### src/hw/rtl/hfd_pkg.sv
// Shared types and constants of the hole fill dilation unit.
// No dependencies; imported by every module of the block.
package hfd_pkg;

	localparam int PIX_BITS     = 16;
	localparam int IMG_W_BITS   = 13;
	localparam int ROW_BITS     = 16;
	localparam int OUT_COL_BITS = 12;
	localparam int CFG_BITS     = 16;

	localparam logic [IMG_W_BITS-1:0] IMAGE_WIDTH_RESET  = 13'd1024;
	localparam logic [ROW_BITS-1:0]   IMAGE_HEIGHT_RESET = 16'd1024;

	localparam logic CFG_IMAGE_WIDTH  = 1'b0;
	localparam logic CFG_IMAGE_HEIGHT = 1'b1;

	localparam logic OP_PIXEL = 1'b0;
	localparam logic OP_DRAIN = 1'b1;

	typedef struct packed {
		logic                operation;
		logic [PIX_BITS-1:0] in_red;
		logic [PIX_BITS-1:0] in_green;
		logic [PIX_BITS-1:0] in_blue;
		logic [PIX_BITS-1:0] in_alpha;
	} in_req_t;

	typedef struct packed {
		logic [PIX_BITS-1:0]     out_red;
		logic [PIX_BITS-1:0]     out_green;
		logic [PIX_BITS-1:0]     out_blue;
		logic [PIX_BITS-1:0]     out_alpha;
		logic [OUT_COL_BITS-1:0] out_column;
		logic [ROW_BITS-1:0]     out_row;
		logic                    frame_last;
	} out_req_t;

	typedef enum logic [2:0] {
		ST_IDLE,
		ST_CHECK,
		ST_FETCH,
		ST_SELECT,
		ST_DIVIDE,
		ST_PUT
	} hfd_state_t;

endpackage

### src/hw/rtl/hfd_div_cell.sv
// One cell of the divider chain: a restoring step for four channel lanes.
// Depends on hfd_pkg; instantiated in a row by the top level.
module hfd_div_cell #(
	parameter int SUM_W = 21,
	parameter int CNT_W = 5
) (
	input  logic                  clk,
	input  logic                  en,
	input  logic [3:0][SUM_W-1:0] dvd_i,
	input  logic [3:0][SUM_W-1:0] quo_i,
	input  logic [3:0][CNT_W-1:0] rem_i,
	input  logic [CNT_W-1:0]      div_i,
	output logic [3:0][SUM_W-1:0] dvd_o,
	output logic [3:0][SUM_W-1:0] quo_o,
	output logic [3:0][CNT_W-1:0] rem_o,
	output logic [CNT_W-1:0]      div_o
);
	import hfd_pkg::*;

	logic [3:0][CNT_W:0]      trial;
	logic [3:0]               ge;
	logic [3:0][CNT_W:0]      diff;
	logic [3:0][CNT_W-1:0]    rem_n;
	logic [3:0][SUM_W-1:0]    quo_n;
	logic [3:0][SUM_W-1:0]    dvd_n;

	always_comb begin
		for (int l = 0; l < 4; l++) begin
			trial[l] = {rem_i[l], dvd_i[l][SUM_W-1]};
			ge[l]    = trial[l] >= {1'b0, div_i};
			diff[l]  = trial[l] - {1'b0, div_i};
			rem_n[l] = ge[l] ? diff[l][CNT_W-1:0] : trial[l][CNT_W-1:0];
			quo_n[l] = {quo_i[l][SUM_W-2:0], ge[l]};
			dvd_n[l] = {dvd_i[l][SUM_W-2:0], 1'b0};
		end
	end

	always_ff @(posedge clk) begin
		if (en) begin
			dvd_o <= dvd_n;
			quo_o <= quo_n;
			rem_o <= rem_n;
			div_o <= div_i;
		end
	end

endmodule

### config.mk
export PLATFORM = sky130hd
export DESIGN_NAME = hfd_div_cell
export DESIGN_NICKNAME = d
export VERILOG_FILES = /design/src/hw/rtl/hfd_pkg.sv /design/src/hw/rtl/hfd_div_cell.sv
export SDC_FILE = /design/constraint.sdc
export NUM_CORES = 1
export LEC_CHECK = 0
export BUFFER_PORTS_ARGS = -buffer_cell sky130_fd_sc_hd__clkbuf_2
export CORE_AREA = 3 3 150 152
export DETAILED_ROUTE_END_ITERATION = 7
export DIE_AREA = 0 0 153 155
export GPL_ROUTABILITY_DRIVEN = 0
export SLEW_MARGIN = 20
export SYNTH_ARGS = -nofsm -noshare
export SYNTH_HDL_FRONTEND = slang
export SYNTH_SLANG_ARGS = --single-unit
export TNS_END_PERCENT = 50
### constraint.sdc
create_clock -name clk -period 3.85 [get_ports clk]
set_input_delay 0.1925 -clock clk [delete_from_list [all_inputs] [get_ports clk]]
set_output_delay 0.1925 -clock clk [all_outputs]
set_load 0.03 [all_outputs]
# [Word-level counts from Yosys, hierarchy flattened]
# Cells that the tools add are included.
[classes] addsub=4 muxes=4 order_cmp=4
[ops] cell="$ge A6 B5 Y1" count=4
[ops] cell="$mux W5" count=4
[ops] cell="$sub A5 B5 Y5" count=4
[word_totals] inputBits=195 regBits=189 out_inout_bits=193

# [Logic depth before layout (Yosys ltp)]
[depth] depth_word=2 ltp_mapped=8

# [Worst setup path before layout]
# Ideal clock, no wire load.
[synth_path] path_kind="input -> register" startpoint="input dvd_i[41] in the netlist's numbering" endpoint="register rem_o[6] in the netlist's numbering (data pin)" setup_time_ps=260 t_arrival_ps=1579 path_stages=8 path_slack_ps=2011 t_required_ps=3590 path_cell_list="inv_1 > ha_1 > inv_1 > fa_1 > a21oi_1 > o21ai_2 > nor2_4 > mux2_2"
[synth_rtl] element="start, declared" line_no="hfd_div_cell.sv:9" rtl="input logic [3:0][SUM_W-1:0] dvd_i,"
[synth_rtl] element="end signal, assigned" line_no="hfd_div_cell.sv:42" rtl="rem_o <= rem_n;"
[synth_rtl] element="end, declared" line_no="hfd_div_cell.sv:15" rtl="output logic [3:0][CNT_W-1:0] rem_o,"

==> flow_summary.rst <==
.. list-table::
   :header-rows: 1

   * - Metric
     - Value
   * - Outcome
     - complete, no violations
   * - Hold Crit Class
     - in2reg
   * - Highest net fanout along the worst path
     - 8
   * - Cell with the biggest individual delay on the critical path
     - dlygate4sd3_1
   * - Instance area at placement
     - 8980 um2
   * - Simple logic cell fraction of the synthesized area
     - 0.0335
   * - Worst Setup Slack, final
     - 1.61 ns
   * - Worst EP required
     - 4.01 ns
   * - Cell taking the most area after synthesis
     - edfxtp_1
   * - Largest delay share family, worst path
     - buffers and inverters
   * - Fraction of the yosys area taken by sequential cells
     - 0.844
   * - HPWL after detailed placement
     - 14.2 mm
   * - Fraction of synthesized cell area taken by the top area cell type
     - 0.844
   * - Global-route wire length before repair
     - 30.8 mm
   * - Slew @ Worst Pin
     - 0.686 ns
   * - Standard-cell rows
     - 53
   * - Via/cell ratio
     - 4.29
   * - DIE WIDTH
     - 153 um
   * - Via count of the first global-routing pass
     - 5377
   * - Largest cells by area after synthesis
     - edfxtp_1 84%, ha_1 3.7%, mux2_4 1.3%
   * - Arrival time of the worst setup path
     - 2.40 ns
   * - Leakage component of the power
     - 4.93 nW
   * - Max IR drop VDD
     - 0.264 mV
   * - Drt total wl
     - 20.4 mm
   * - Worst stage delay on the critical path
     - 0.53 ns
   * - Buffer depth of the longest clock path
     - 2
   * - Power share of the sequential group
     - 0.472
   * - Fraction of the core area covered by cells at the end of the flow
     - 0.532
   * - Initial cell density of the core
     - 0.318
   * - Final setup vio count
     - 0
   * - Fill cell instance count of the final layout
     - 1759
   * - Endpoint kind of the worst setup timing path
     - flop
   * - Count of unresolved DRC violations after routing
     - 0
   * - Net Switching
     - 0.00156 W
   * - Die height
     - 155 um
   * - Switching Share
     - 0.291
   * - CORE AREA
     - 21200 um2
   * - Number of flip-flops and latches in the synthesized netlist
     - 189
   * - Design internal power
     - 0.00378 W
   * - Sum of internal, switching and leakage power
     - 0.00534 W
   * - CTS root buf
     - clkbuf_16
   * - Most frequent cell after synthesis
     - edfxtp_1
   * - Mux cell area share after synthesis
     - 0.0294
   * - Top-level port count
     - 388
   * - Number of maximum-capacitance constraint violations
     - 0
   * - Fmax
     - 446 MHz
   * - Overall routing resource usage
     - 0.169
   * - H-tree Lvls
     - 4
   * - CTS sink cnt
     - 189
   * - Initial DRC count
     - 236
   * - Post-synth EDFFs
     - 189
   * - Final net count
     - 1104
   * - Flip-flop cell with the highest count after synthesis
     - edfxtp_1
   * - Number of warnings printed during yosys synthesis
     - 0
   * - Per-cell routed wire length
     - 17.4 um
   * - Area delta synth->final
     - 67.3%
   * - Antenna Nets Post-Route
     - 0
   * - Total congestion overflow after global routing
     - 0
   * - IO Port Bufs
     - 379
   * - Cells along the critical path
     - dlygate4sd3_1, clkbuf_2, inv_1, fa_1, a21oi_1, o21ai_2, nor2_4, mux2_4
   * - First drt pass iteration count
     - 4
   * - Clock tree from TritonCTS
     - yes
   * - Total CTS buffers
     - 17
   * - Number of antenna violations at the first check in global routing
     - 0
   * - Final Hold Viols
     - 0
   * - Routed vias
     - 5037
   * - Number of library cell types mapped by synthesis
     - 22
   * - Relative contribution of the clock network to total power
     - 0.340
   * - Xor and xnor area share after synthesis
     - 0.0104
   * - Total buffers and inverters traversed by the critical path
     - 3
   * - Post-Syn Instances
     - 322
   * - Area fraction in compound gates after synthesis
     - 0.0171
   * - Final Cell Area
     - 11200 um2
   * - Worst slack after detailed placement
     - 1.67 ns
   * - Combinational group share of total power
     - 0.188
   * - Period utilization
     - 0.582
   * - Synthesized area per cell
     - 20.9 um2
   * - Adder and majority cell fraction of the synthesized area
     - 0.0491
   * - Die Area
     - 23700 um2
   * - Ratio of cells with drive above 1 in the final layout
     - 0.486
   * - Main combinational cell family by area after synthesis
     - adder cells
   * - Fraction of synthesis flops using an asynchronous set or reset pin
     - 0
   * - N_diodes
     - 0
   * - Critical path class
     - in2reg
   * - Unrepaired setup endpoints after global routing
     - no
   * - Final number of max-transition violations
     - 0
   * - Largest net degree at the start of global routing
     - 84
   * - Relative slew slack
     - 0.543
   * - Mapped cell area
     - 6720 um2
   * - Final critical delay including setup and external delays
     - 2.24 ns
   * - Element type at the critical path start
     - primary input
   * - Ranking of synthesized cells by instance count
     - 189 x edfxtp_1, 20 x ha_1, 20 x inv_1, 12 x nand2_1, 12 x nor2_1
   * - Clock Pin Slew Worst Setup and Hold Paths
     - 0.08 ns
   * - Power density over the cells
     - 475 nW/um2
   * - Fin Setup TNS
     - 0 ns
==> power by group through the flow <==
stage | Sequential [W] | Clock [W] | Combinational [W]
detailed placement | 0.00256 | 0 | 0.000868
global placement | 0.00256 | 0 | 0.000859
finish | 0.00252 | 0.00182 | 0.00100
CTS | 0.00252 | 0.00187 | 0.00101
floorplan | 0.00293 | 0 | 0.000150
global route | 0.00254 | 0.00195 | 0.00106
==> cells in the final DEF (no fill, tap or decap), drive strengths merged <==
master	netlist	final
a21oi	8	8
buf	4	2
bufinv	0	1
clkbuf	0	397
clkinv	0	6
conb	1	4
dlygate4sd3	0	164
edfxtp	189	189
fa	4	4
ha	20	20
inv	20	27
mux2	12	12
mux2i	4	4
nand2	12	12
nand3	2	2
nand3b	3	3
nand4	2	2
nor2	16	16
nor3	4	4
nor4	4	4
o21ai	9	9
xnor2	4	4
xor2	4	4
==> per-layer routing <==
metal	vias up	track usage	wire, um
met1	2448	0.182	7300
met3	25	0.0529	1350
li1	2351	-	-
met4	0	0.0496	354
met2	213	0.319	11400
met5	-	0	0
==> logic make-up (layout without fill, tap and decap cells) <==
group           after synthesis  count (layout)
xor+xnor                      8               8
compound gates               17              17
flops                       189             189
fa+ha+maj                    24              24
mux                          16              16
simple gates                 43              43
buf+inv                      24             597
other cells                   1               4
==> state kept, by name (all words and copies together) (netlist names) <==
signal and flops:
rem_o 20, quo_o 84, dvd_o 80, div_o 5
==> path summary, 6_finish.rpt <==
kind	depth (start not counted)	slack (ns)	end	startpoint
hold / removal	2	0.09	rem_o[8]	rem_i[7]
setup / recovery	8	1.61	rem_o[3]	div_i[1]
==> layout make-up <==
class | instances | area, um2 | share of cell area
clock inverter | 14 | 194 | 0.0172
inverter | 20 | 75.1 | 0.00668
tap | 275 | 344 | 0.0306
sequential | 189 | 5680 | 0.505
timing repair buffer | 545 | 3570 | 0.318
multi-input combinational | 112 | 953 | 0.0848
clock buffer | 18 | 429 | 0.0382
==> through the flow <==
stage | hold WS (ns) | cells
global placement | 0.369 | 977
detailed placement | 0.371 | 977
finish | 0.0935 | 1173
CTS | 0.0630 | 1173
floorplan | 0.291 | 325
global route | 0.0786 | 1173
==> repair_timing <==
item / CTS / global route
resized for setup: 0 / 0
endpoints found under the hold margin: 164 / 0
hold buffers: 164 / 0
setup endpoints to repair: 0 / 0
buffers inserted: 0 / 0
No activity file was read; power rests on OpenSTA's default activity.
